$ cat config.mk
export PLATFORM = sky130hd
export DESIGN_NAME = clipped_rect_fill_span_engine_top
export DESIGN_NICKNAME = d
export VERILOG_FILES = /design/src/crfse_pkg.sv /design/src/crfse_clip.sv /design/src/crfse_edge_seek.sv /design/src/clipped_rect_fill_span_engine_top.sv
export SDC_FILE = /design/constraint.sdc
export NUM_CORES = 2
export LEC_CHECK = 0
export CORE_MARGIN = 5
export CORE_UTILIZATION = 42
export CTS_BUF_LIST = sky130_fd_sc_hd__clkbuf_8
export CTS_CLUSTER_DIAMETER = 60
export DETAILED_ROUTE_END_ITERATION = 10
export DONT_BUFFER_PORTS = 1
export PLACE_DENSITY = 0.52
export SLEW_MARGIN = 15
export SYNTH_ARGS = -nofsm -noshare
export SYNTH_HDL_FRONTEND = slang
export SYNTH_SLANG_ARGS = --single-unit
export TNS_END_PERCENT = 100
$ cat constraint.sdc
create_clock -name clk_i -period 14.6 [get_ports clk_i]
set_input_delay 3.65 -clock clk_i [delete_from_list [all_inputs] [get_ports clk_i]]
set_output_delay 3.65 -clock clk_i [all_outputs]
set_load 0.05 [all_outputs]
$ cat src/crfse_pkg.sv
// ---------------------------------------------------------------------------
// crfse_pkg
// Types, codes and constants of the clipped rectangle fill span engine.
// ---------------------------------------------------------------------------
package crfse_pkg;

  localparam int unsigned DIM_W  = 13;
  localparam int unsigned CLIP_W = 19;

  localparam logic [DIM_W-1:0] SCREEN_MAX = DIM_W'(4096);
  localparam logic signed [CLIP_W-1:0] CLIP_ONE = CLIP_W'(1);

  typedef enum logic [1:0] {
    OP_FILL    = 2'd0,
    OP_OUTLINE = 2'd1,
    OP_ADVANCE = 2'd2,
    OP_NONE    = 2'd3
  } opcode_e;

  typedef enum logic [1:0] {
    REG_SCREEN_WIDTH  = 2'd0,
    REG_SCREEN_HEIGHT = 2'd1,
    REG_ROW_PITCH     = 2'd2,
    REG_FRAME_BASE    = 2'd3
  } cfg_reg_e;

  typedef enum logic [2:0] {
    PH_IDLE   = 3'd0,
    PH_FILL   = 3'd1,
    PH_TOP    = 3'd2,
    PH_BOTTOM = 3'd3,
    PH_LEFT   = 3'd4,
    PH_RIGHT  = 3'd5
  } phase_e;

  typedef struct packed {
    logic signed [15:0] x;
    logic signed [15:0] y;
    logic signed [15:0] w;
    logic signed [15:0] h;
  } rect_t;

  typedef struct packed {
    logic [DIM_W-1:0] row;
    logic [DIM_W-1:0] last_row;
    logic [DIM_W-1:0] col;
    logic [DIM_W-1:0] pixels;
  } shape_t;

  typedef struct packed {
    logic   ok;
    shape_t shape;
  } clip_t;

  typedef struct packed {
    logic        accepted;
    logic        span_valid;
    logic [31:0] span_address;
    logic [DIM_W-1:0] span_length;
    logic [15:0] span_color;
    logic        last;
  } result_t;

  localparam logic [3:0] PAL_MASK = 4'h0F;

  localparam logic [15:0] PALETTE [16] = '{
    16'h0000, 16'h001F, 16'h07E0, 16'h07FF, 16'hF800, 16'hF81F, 16'hA145, 16'hC618,
    16'h4208, 16'h3C7F, 16'h87E0, 16'h87FF, 16'hFC10, 16'hFC1F, 16'hFFE0, 16'hFFFF
  };

endpackage

$ cat src/crfse_clip.sv
// ---------------------------------------------------------------------------
// crfse_clip
// Clips one signed shape against the screen and yields its row range and span.
// ---------------------------------------------------------------------------
module crfse_clip import crfse_pkg::*; (
  input  logic signed [CLIP_W-1:0] x_i,
  input  logic signed [CLIP_W-1:0] y_i,
  input  logic signed [CLIP_W-1:0] w_i,
  input  logic signed [CLIP_W-1:0] h_i,
  input  logic [DIM_W-1:0]         sw_i,
  input  logic [DIM_W-1:0]         sh_i,
  output clip_t                    clip_o
);

  logic signed [CLIP_W-1:0] x, y, w, h, swx, shx, y_last;

  assign swx = $signed(CLIP_W'(sw_i));
  assign shx = $signed(CLIP_W'(sh_i));

  always_comb begin
    x = x_i;
    y = y_i;
    w = w_i;
    h = h_i;
    if (x < 0) begin
      w = w + x;
      x = '0;
    end
    if (y < 0) begin
      h = h + y;
      y = '0;
    end
    if (x + w > swx) begin
      w = swx - x;
    end
    if (y + h > shx) begin
      h = shx - y;
    end
  end

  assign y_last = y + h - CLIP_ONE;

  assign clip_o.ok             = (w > 0) && (h > 0);
  assign clip_o.shape.row      = y[DIM_W-1:0];
  assign clip_o.shape.last_row = y_last[DIM_W-1:0];
  assign clip_o.shape.col      = x[DIM_W-1:0];
  assign clip_o.shape.pixels   = w[DIM_W-1:0];

endmodule

$ cat src/crfse_edge_seek.sv
// ---------------------------------------------------------------------------
// crfse_edge_seek
// Clips the four outline edges in parallel and picks the first non-empty one
// at or after a given phase.
// ---------------------------------------------------------------------------
module crfse_edge_seek import crfse_pkg::*; (
  input  rect_t            rect_i,
  input  phase_e           from_i,
  input  logic [DIM_W-1:0] sw_i,
  input  logic [DIM_W-1:0] sh_i,
  output logic             found_o,
  output phase_e           phase_o,
  output shape_t           shape_o
);

  localparam phase_e EDGE_PH [4] = '{PH_TOP, PH_BOTTOM, PH_LEFT, PH_RIGHT};

  logic signed [CLIP_W-1:0] x, y, w, h, y_bot, x_rgt;
  logic signed [CLIP_W-1:0] ex [4];
  logic signed [CLIP_W-1:0] ey [4];
  logic signed [CLIP_W-1:0] ew [4];
  logic signed [CLIP_W-1:0] eh [4];
  clip_t                    ec [4];

  assign x     = CLIP_W'(rect_i.x);
  assign y     = CLIP_W'(rect_i.y);
  assign w     = CLIP_W'(rect_i.w);
  assign h     = CLIP_W'(rect_i.h);
  assign y_bot = y + h - CLIP_ONE;
  assign x_rgt = x + w - CLIP_ONE;

  // top, bottom, left, right
  assign ex[0] = x;     assign ey[0] = y;     assign ew[0] = w;        assign eh[0] = CLIP_ONE;
  assign ex[1] = x;     assign ey[1] = y_bot; assign ew[1] = w;        assign eh[1] = CLIP_ONE;
  assign ex[2] = x;     assign ey[2] = y;     assign ew[2] = CLIP_ONE; assign eh[2] = h;
  assign ex[3] = x_rgt; assign ey[3] = y;     assign ew[3] = CLIP_ONE; assign eh[3] = h;

  for (genvar i = 0; i < 4; i++) begin : g_edge
    crfse_clip u_clip (
      .x_i    (ex[i]),
      .y_i    (ey[i]),
      .w_i    (ew[i]),
      .h_i    (eh[i]),
      .sw_i   (sw_i),
      .sh_i   (sh_i),
      .clip_o (ec[i])
    );
  end

  always_comb begin
    found_o = 1'b0;
    phase_o = PH_IDLE;
    shape_o = ec[3].shape;
    for (int i = 3; i >= 0; i--) begin
      if (ec[i].ok && (EDGE_PH[i] >= from_i)) begin
        found_o = 1'b1;
        phase_o = EDGE_PH[i];
        shape_o = ec[i].shape;
      end
    end
  end

endmodule

$ cat src/clipped_rect_fill_span_engine_top.sv
// A word accepted at the input passes through the input register, then the result
// register, where it is offered as a result word until it is taken.
// Throughput: one word per cycle; the input register frees whenever the result
// register is empty or is being taken.
// Reset: idle, 640 x 480 screen, pitch 640, frame base 0, both registers empty.
// ---------------------------------------------------------------------------
// clipped_rect_fill_span_engine_top
// Rectangle fill and outline engine emitting one clipped row span per advance.
// ---------------------------------------------------------------------------
module clipped_rect_fill_span_engine_top import crfse_pkg::*; (
  input  logic                clk_i,
  input  logic                rst_ni,
  input  logic                cfg_we_i,
  input  logic [1:0]          cfg_idx_i,
  input  logic [31:0]         cfg_wdata_i,
  input  logic                in_valid_i,
  output logic                in_ready_o,
  input  logic [1:0]          opcode_i,
  input  logic signed [15:0]  x_left_i,
  input  logic signed [15:0]  y_top_i,
  input  logic signed [15:0]  rect_width_i,
  input  logic signed [15:0]  rect_height_i,
  input  logic [7:0]          color_index_i,
  output logic                out_valid_o,
  input  logic                out_ready_i,
  output logic                accepted_o,
  output logic                span_valid_o,
  output logic [31:0]         span_address_o,
  output logic [DIM_W-1:0]    span_length_o,
  output logic [15:0]         span_color_o,
  output logic                last_o
);

  // configuration
  logic [DIM_W-1:0] scr_w_q, scr_h_q, sw_clamp, sh_clamp;
  logic [15:0]      pitch_q;
  logic [31:0]      base_q;

  // input register
  logic       in_valid_q;
  opcode_e    op_q;
  rect_t      rect_q;
  logic [3:0] cidx_q;

  // engine state
  phase_e           phase_q, phase_d;
  logic [DIM_W-1:0] cur_row_q, cur_row_d, last_row_q, last_row_d;
  logic [DIM_W-1:0] col_q, col_d, pix_q, pix_d;
  logic [15:0]      color_q, color_d;
  rect_t            saved_q, saved_d;

  // result register
  logic    out_valid_q;
  result_t res_q, res_d;

  logic    proc, is_start, row_done;
  clip_t   fill_clip;
  rect_t   seek_rect;
  phase_e  seek_from;
  logic    seek_found;
  phase_e  seek_phase;
  shape_t  seek_shape;
  logic [DIM_W+15:0] row_off;

  always_ff @(posedge clk_i or negedge rst_ni) begin
    if (!rst_ni) begin
      scr_w_q <= DIM_W'(640);
      scr_h_q <= DIM_W'(480);
      pitch_q <= 16'd640;
      base_q  <= '0;
    end else if (cfg_we_i) begin
      case (cfg_reg_e'(cfg_idx_i))
        REG_SCREEN_WIDTH:  scr_w_q <= cfg_wdata_i[DIM_W-1:0];
        REG_SCREEN_HEIGHT: scr_h_q <= cfg_wdata_i[DIM_W-1:0];
        REG_ROW_PITCH:     pitch_q <= cfg_wdata_i[15:0];
        REG_FRAME_BASE:    base_q  <= cfg_wdata_i;
        default: ;
      endcase
    end
  end

  assign sw_clamp = (scr_w_q > SCREEN_MAX) ? SCREEN_MAX : scr_w_q;
  assign sh_clamp = (scr_h_q > SCREEN_MAX) ? SCREEN_MAX : scr_h_q;

  assign proc       = in_valid_q && (!out_valid_q || out_ready_i);
  assign in_ready_o = !in_valid_q || proc;

  always_ff @(posedge clk_i or negedge rst_ni) begin
    if (!rst_ni) begin
      in_valid_q <= 1'b0;
    end else if (in_valid_i && in_ready_o) begin
      in_valid_q <= 1'b1;
    end else if (proc) begin
      in_valid_q <= 1'b0;
    end
  end

  always_ff @(posedge clk_i) begin
    if (in_valid_i && in_ready_o) begin
      op_q   <= opcode_e'(opcode_i);
      rect_q <= '{x: x_left_i, y: y_top_i, w: rect_width_i, h: rect_height_i};
      cidx_q <= color_index_i[3:0] & PAL_MASK;
    end
  end

  assign is_start = (op_q == OP_FILL) || (op_q == OP_OUTLINE);
  assign row_done = cur_row_q >= last_row_q;

  crfse_clip u_fill_clip (
    .x_i    (CLIP_W'(rect_q.x)),
    .y_i    (CLIP_W'(rect_q.y)),
    .w_i    (CLIP_W'(rect_q.w)),
    .h_i    (CLIP_W'(rect_q.h)),
    .sw_i   (sw_clamp),
    .sh_i   (sh_clamp),
    .clip_o (fill_clip)
  );

  assign seek_rect = is_start ? rect_q : saved_q;
  assign seek_from = is_start ? PH_TOP : phase_e'(phase_q + 3'd1);

  crfse_edge_seek u_edge_seek (
    .rect_i  (seek_rect),
    .from_i  (seek_from),
    .sw_i    (sw_clamp),
    .sh_i    (sh_clamp),
    .found_o (seek_found),
    .phase_o (seek_phase),
    .shape_o (seek_shape)
  );

  // next state
  always_comb begin
    phase_d    = phase_q;
    cur_row_d  = cur_row_q;
    last_row_d = last_row_q;
    col_d      = col_q;
    pix_d      = pix_q;
    color_d    = color_q;
    saved_d    = saved_q;
    case (op_q)
      OP_FILL, OP_OUTLINE: begin
        if (phase_q == PH_IDLE) begin
          color_d = PALETTE[cidx_q];
          saved_d = rect_q;
          if (op_q == OP_FILL) begin
            if (fill_clip.ok) begin
              phase_d    = PH_FILL;
              cur_row_d  = fill_clip.shape.row;
              last_row_d = fill_clip.shape.last_row;
              col_d      = fill_clip.shape.col;
              pix_d      = fill_clip.shape.pixels;
            end
          end else if (seek_found) begin
            phase_d    = seek_phase;
            cur_row_d  = seek_shape.row;
            last_row_d = seek_shape.last_row;
            col_d      = seek_shape.col;
            pix_d      = seek_shape.pixels;
          end
        end
      end
      OP_ADVANCE: begin
        if (phase_q != PH_IDLE) begin
          if (!row_done) begin
            cur_row_d = cur_row_q + DIM_W'(1);
          end else if (phase_q == PH_FILL || phase_q == PH_RIGHT || !seek_found) begin
            phase_d = PH_IDLE;
          end else begin
            phase_d    = seek_phase;
            cur_row_d  = seek_shape.row;
            last_row_d = seek_shape.last_row;
            col_d      = seek_shape.col;
            pix_d      = seek_shape.pixels;
          end
        end
      end
      default: ;
    endcase
  end

  assign row_off = cur_row_q * pitch_q;

  // result word
  always_comb begin
    res_d = '0;
    case (op_q)
      OP_FILL, OP_OUTLINE: begin
        if (phase_q == PH_IDLE) begin
          res_d.accepted = 1'b1;
          res_d.last     = (op_q == OP_FILL) ? !fill_clip.ok : !seek_found;
        end
      end
      OP_ADVANCE: begin
        if (phase_q != PH_IDLE) begin
          res_d.span_valid   = 1'b1;
          res_d.span_address = base_q + 32'(row_off) + 32'(col_q);
          res_d.span_length  = pix_q;
          res_d.span_color   = color_q;
          res_d.last         = row_done &&
                               (phase_q == PH_FILL || phase_q == PH_RIGHT || !seek_found);
        end
      end
      default: ;
    endcase
  end

  always_ff @(posedge clk_i or negedge rst_ni) begin
    if (!rst_ni) begin
      phase_q    <= PH_IDLE;
      cur_row_q  <= '0;
      last_row_q <= '0;
      col_q      <= '0;
      pix_q      <= '0;
      color_q    <= '0;
      saved_q    <= '0;
    end else if (proc) begin
      phase_q    <= phase_d;
      cur_row_q  <= cur_row_d;
      last_row_q <= last_row_d;
      col_q      <= col_d;
      pix_q      <= pix_d;
      color_q    <= color_d;
      saved_q    <= saved_d;
    end
  end

  always_ff @(posedge clk_i or negedge rst_ni) begin
    if (!rst_ni) begin
      out_valid_q <= 1'b0;
    end else if (proc) begin
      out_valid_q <= 1'b1;
    end else if (out_ready_i) begin
      out_valid_q <= 1'b0;
    end
  end

  always_ff @(posedge clk_i) begin
    if (proc) begin
      res_q <= res_d;
    end
  end

  assign out_valid_o    = out_valid_q;
  assign accepted_o     = res_q.accepted;
  assign span_valid_o   = res_q.span_valid;
  assign span_address_o = res_q.span_address;
  assign span_length_o  = res_q.span_length;
  assign span_color_o   = res_q.span_color;
  assign last_o         = res_q.last;

endmodule

# After elaboration in Yosys (flattened, before gate mapping)

Memory sizes are Yosys's and may differ from the RTL's. A register that Yosys moved wholly into a read port is not among the register bits.
Index checks and enable logic that the tools add are counted.

Bitwise logic cells: 1
Add/subtract/negate cells: 36
Muxes and demuxes: 86
Multipliers: 1
Magnitude comparators: 29
Reduce and logical (&&, ||, !) cells: 39
Equal/unequal tests: 14

Operator list:

| kind                  | count |
|---|---|
| $mux 19               | 22 |
| $mux 13               | 30 |
| $add 19x19->19        | 8 |
| $gt 19x1->1 const B   | 8 |
| $gt 19x14->1          | 8 |
| $sub 14x19->19        | 6 |
| $mux 52               | 2 |
| $pmux 13 s2           | 4 |
| $add 16x16->17        | 4 |
| $lt 16x1->1 const B   | 4 |
| $mux 64               | 1 |
| $mux 63               | 1 |
| $add 13x13->13        | 4 |
| $sub 13x2->13 const B | 4 |
| $mux 3                | 12 |
| $sub 17x2->18 const B | 2 |
| $add 2x16->17 const A | 2 |
| $add 32x13->32        | 1 |
| $add 32x29->32        | 1 |
| $mul 13x16->29        | 1 |
| $gt 13x13->1 const B  | 2 |
| $mux 26               | 1 |
| $add 2x18->19 const A | 1 |
| $add 2x19->19 const A | 1 |
| other kinds (29)      | 76 |

Output and inout port bits: 66
Logic and storage cells: 234
Memories: 1
Bits in read-only memories: 256
Bits of input ports: 113
Bits in registers: 329

Memories:

| memory          | words | bits a word | read ports | clocked after Yosys merged registers in | wr ports | line                                     | text |
|---|---|---|---|---|---|---|---|
| (no name shown) | 16    | 16          | 1          | 1                                       | 0        | clipped_rect_fill_span_engine_top.sv:144 | `color_d = PALETTE[cidx_q];` |

# Longest topological paths before layout

Depth in word-level cells: 23
Mapped depth: 55
Gate-level depth less buffers: 47

# Hierarchy

Synthesis repeated with hierarchy kept, for this count alone.

Cell total of the unflattened synthesis: 7787
Area, all modules: 63731.1 um^2

By module, submodules not included:

| module                                         | instances | cells each | area an instance (um^2) | sequential area each (um^2) |
|---|---|---|---|---|
| clipped_rect_fill_span_engine_top              | 1         | 2031       | 22836.9                 | 9203.8 |
| crfse_clip at u_edge_seek.g_edge[0].u_clip ... | 2         | 1017       | 7298.2                  | 0.0 |
| crfse_clip at u_edge_seek.g_edge[3].u_clip     | 1         | 1076       | 7679.9                  | 0.0 |
| crfse_clip at u_fill_clip                      | 1         | 1049       | 7489.7                  | 0.0 |
| crfse_clip at u_edge_seek.g_edge[2].u_clip     | 1         | 1056       | 7398.3                  | 0.0 |
| crfse_edge_seek                                | 1         | 541        | 3729.8                  | 0.0 |

# Worst setup path after synthesis

Ideal clock, no wire load.

Path type: register to register
Start: register op_q[1]
End: register last_row_q[12]
Path slack: 3357 ps
Clock period less this slack: 11243 ps
Path buffers: 8
Library setup time: 127 ps
Arrival time: 11116 ps
Stages on the path, launching flop included: 54
Data required time: 14473 ps
Path through: edfxtp_1 > buf_1 > buf_2 > buf_2 > buf_2 > buf_1 > buf_1 > buf_1 > mux2i_1 > inv_1 > ha_1 > fa_1 > xnor2_1 > inv_1 > nor2_1 > a21oi_1 > ha_1 > nor2b_1 > (+18 left out) > ha_1 > a21o_1 > a21oi_1 > o21ai_0 > a21oi_1 > o21ai_0 > a21oi_1 > nor2b_1 > o21a_1 > o21ai_0 > nand2b_1 > a21oi_1 > xnor2_1 > xnor2_1 > a31oi_1 > a21oi_1 > a31oi_1 > mux2_1

Word-level cells in the longest chain between the ends: 21

RTL lines:

| element                                                                | line                                     | text |
|---|---|---|
| start, declared                                                        | clipped_rect_fill_span_engine_top.sv:41  | `opcode_e op_q;` |
| start signal, assigned                                                 | clipped_rect_fill_span_engine_top.sv:100 | `op_q <= opcode_e'(opcode_i);` |
| parallel branches: the longest is 21 deep, another holds $add 2x18->19 | -                                        |  |
| end signal, assigned                                                   | clipped_rect_fill_span_engine_top.sv:220 | `last_row_q <= last_row_d;` |
| end, declared                                                          | clipped_rect_fill_span_engine_top.sv:47  | `logic [DIM_W-1:0] cur_row_q, cur_row_d, last_row_q, last_row_d;` |

Several ways; the timed one is not identified. The select of a mux whose other input is x is not followed.
A chain may end at the register's enable or synchronous reset.

# Worst setup path in the final report

Start: register op_q[1]
End: register last_row_q[11]

The elaborated chain is that of the path after synthesis.

==> impl_results.md <==
* Outcome: completed
* Sequential area share after synthesis at 20.67%
* Core Box Area at 0.1053 mm2
* Routed Wire Length at 153800 um
* CTS tree: yes
* Setup TNS at 0 ps
* Final Hold Fails at 0
* CP Capture Type: register
* FF/Latch Area at 0.009204 mm2
* Synth Cell Area at 0.04453 mm2
* Synth top area share at 14.75%
* Postcts setup bufs at 0
* Slowest-stage cell, CP: mux2i_1
* Vias in the first global route at 36991
* Worst-Skew Late Latency at 720 ps
* DRC Markers at 0
* R2r endpoint: last_row_q[11]
* Syn_nets at 6116
* Filler instances at 10479
* # nets final at 6055
* # IOs at 179
* Flop2flop setup slack at 2800 ps
* Worst Reg-to-Reg Cells at 45
* Fmax at 84.76 MHz
* Die X at 335.6 um
* Initial Util at 42.30%
* GRT overflow at 0
* Flops & latches, synth at 341
* Area occupied by multi-input gates at 0.03238 mm2
* YS warnings at 0
* Synth async-reset ratio at 61.29%
* Critical R2R Launch: op_q[1]
* Count of final setup violators at 0
* Wire per inst at 23.10 um
* EDFF count, synth at 132
* Setup Skew at 56.57 ps
* First-pass GRT wire length at 230200 um
* Placement Rows at 119
* DRT iter0 DRCs at 3283
* MaxCap Viol Count at 0
* Synth area leaders: ha_1, dfrtp_1, fa_1
* RSZ-0062 raised after global routing: false
* Post-Syn Area per Cell at 8.454 um2
* Vias at 38109
* Share of cells above drive strength 1 at 7.752%
* Post-CTS sizing at 0
* Gate Count Post-Synth at 5267
* Yosys cell types at 109
* Setup CP Type: register to register
* Die ar. at 0.1126 mm2
* Area Overhead vs Synth at 6.794%
* Worst EP required at 15180 ps
* Router iterations before antenna repair at 8
* Commonest non-fill, non-tap cell in the layout: nand2_1
* Compound-Gate Fraction of Synth Area at 15.26%
* Xor/xnor share of the synthesized area at 6.471%
* Hold depth at 2
* CTS H-tree lvls at 3
* CP max stage delay at 710 ps
* Max clock buf depth at 3
* Final period utilization at 80.81%
* Crit path max-delay family: compound AO/OA/AOI/OAI gates
* Arrival time at the worst endpoint at 12380 ps
* Routed Antenna Nets at 0
* Hold crit path type: register to register
* Relative slew margins at 23.70%
* Min cycle time layout at 11800 ps
* CTS Buf Count at 70
* Largest family of logic cells by synthesized area: adder cells
* Hold-critical path endpoint: saved_q[21]
* Vias per cell at 5.724
* Fin. max-slew vios at 0
* Total track usage at 26.81%
* Synth Area in Simple Gates at 18.65%
* Gp weighted congestion at 0.9655
* CTS clk-pin slew, worst paths at 60 ps
* # hold bufs at CTS at 0
* Least-Margin Pin Slew at 1133 ps
* Crit path launch type: register
* Synth Area in Adders at 24.24%
* Post-synth top flop: dfrtp_1
* Die height at 335.6 um
* Crit-path max FO at 104
* Top cell type by total area after synthesis: ha_1
* Largest net degree at the start of global routing at 210
* Post-synthesis mux area share at 7.927%
* Port buffer count at 0
* Crit path buffers/inverters at 5
* Detailed Place HPWL at 122300 um
* CTS Root Cell: clkbuf_8
* Hold path start: saved_q[21]
* Initial antenna violation count at 7
* Most frequent cells in the layout: nand2_1, inv_1, ha_1
* Critical Path Stages at 45
* TritonCTS Sinks at 341
* CP most frequent cell: a21oi_1
worst max-delay path by stage:
stage,slack [ps],from,to
floorplan,3360,op_q[1],last_row_q[12]
global placement,3050,op_q[1],last_row_q[11]
detailed placement,3020,op_q[1],last_row_q[11]
CTS,2960,op_q[1],last_row_q[11]
global route,1780,op_q[1],last_row_q[11]
finish,2800,op_q[1],last_row_q[11]
per-stage QoR:
stage | util [%] | hold slack [ps] | instances | setup WS, ps | instance area [um2]
after floorplan | - | 440.2 | 5267 | 3357 | 44530
after global placement | 43.71 | 451.8 | 6525 | 3050 | 46010
after detailed placement | 43.71 | 456.8 | 6525 | 3016 | 46010
after CTS | 45.16 | 471.4 | 6654 | 2960 | 47540
after global routing | 45.17 | 486.9 | 6655 | 1778 | 47550
final | 45.17 | 467.8 | 6658 | 2801 | 47550
worst register-to-register path: cells and delay by family (launching register included):
family / cells / cell delay (ps)
buffers and inverters: 5 / 1020
AND/OR/NAND/NOR: 8 / 2350
AO/OA/AOI/OAI: 21 / 3630
XOR/XNOR: 2 / 820
multiplexers: 3 / 1410
adder cells (fa/ha/maj): 6 / 2070
flip-flops: 1 / 370
routing by layer:
metal  part of all wire (%)  up-vias  GRT usage, %  wire length, um
met1                     46    18499         38.27            71320
met5                  0.012        -             0               18
met4                    3.2        4         8.118             4969
li1                       -    18195             -                -
met3                    7.9      222         6.447            12120
met2                     43     1189         40.34            65380
kinds of logic after synthesis:
kind of cell	count (synthesis)
buffers and inverters	789
AOI/OAI and AO/OA	1034
and+or+nand+nor	1714
xor gates and xnor gates	324
muxes	329
adders and majority gates	736
DFF	341
sequential cells by signal, summed over array words and instances, names as in the netlist, 14 cells and up:
register        count
color_q            14
span_color_o       14
base_q             32
saved_q            64
pitch_q            16
rect_q             64
span_address_o     32
cell usage after synthesis (all sizes together) (42+ instances only):
master,n
a211oi,49
a21o,73
a21oi,301
a31oi,44
and2,122
and3,57
buf,43
clkbuf,146
dfrtp,201
edfxtp,132
fa,211
ha,525
inv,597
mux2,189
mux2i,140
nand2,663
nand2b,83
nand3,103
nand4,43
nor2,282
nor2b,65
nor3,115
nor4,42
o21a,52
o21ai,203
o21bai,42
xnor2,245
xor2,77
layout make-up:
class	count	share of cell area, %
inverter	600	4.736
multi-input combinational	4137	68.09
clock inverter	50	0.9420
sequential	341	19.35
timing repair buffer	56	0.9104
clock buffer	79	2.286
tap	1391	3.660
antenna	4	0.02105
Power is not shown: default switching activity piles up to over one toggle a cycle in this logic, so the estimate is an artifact.
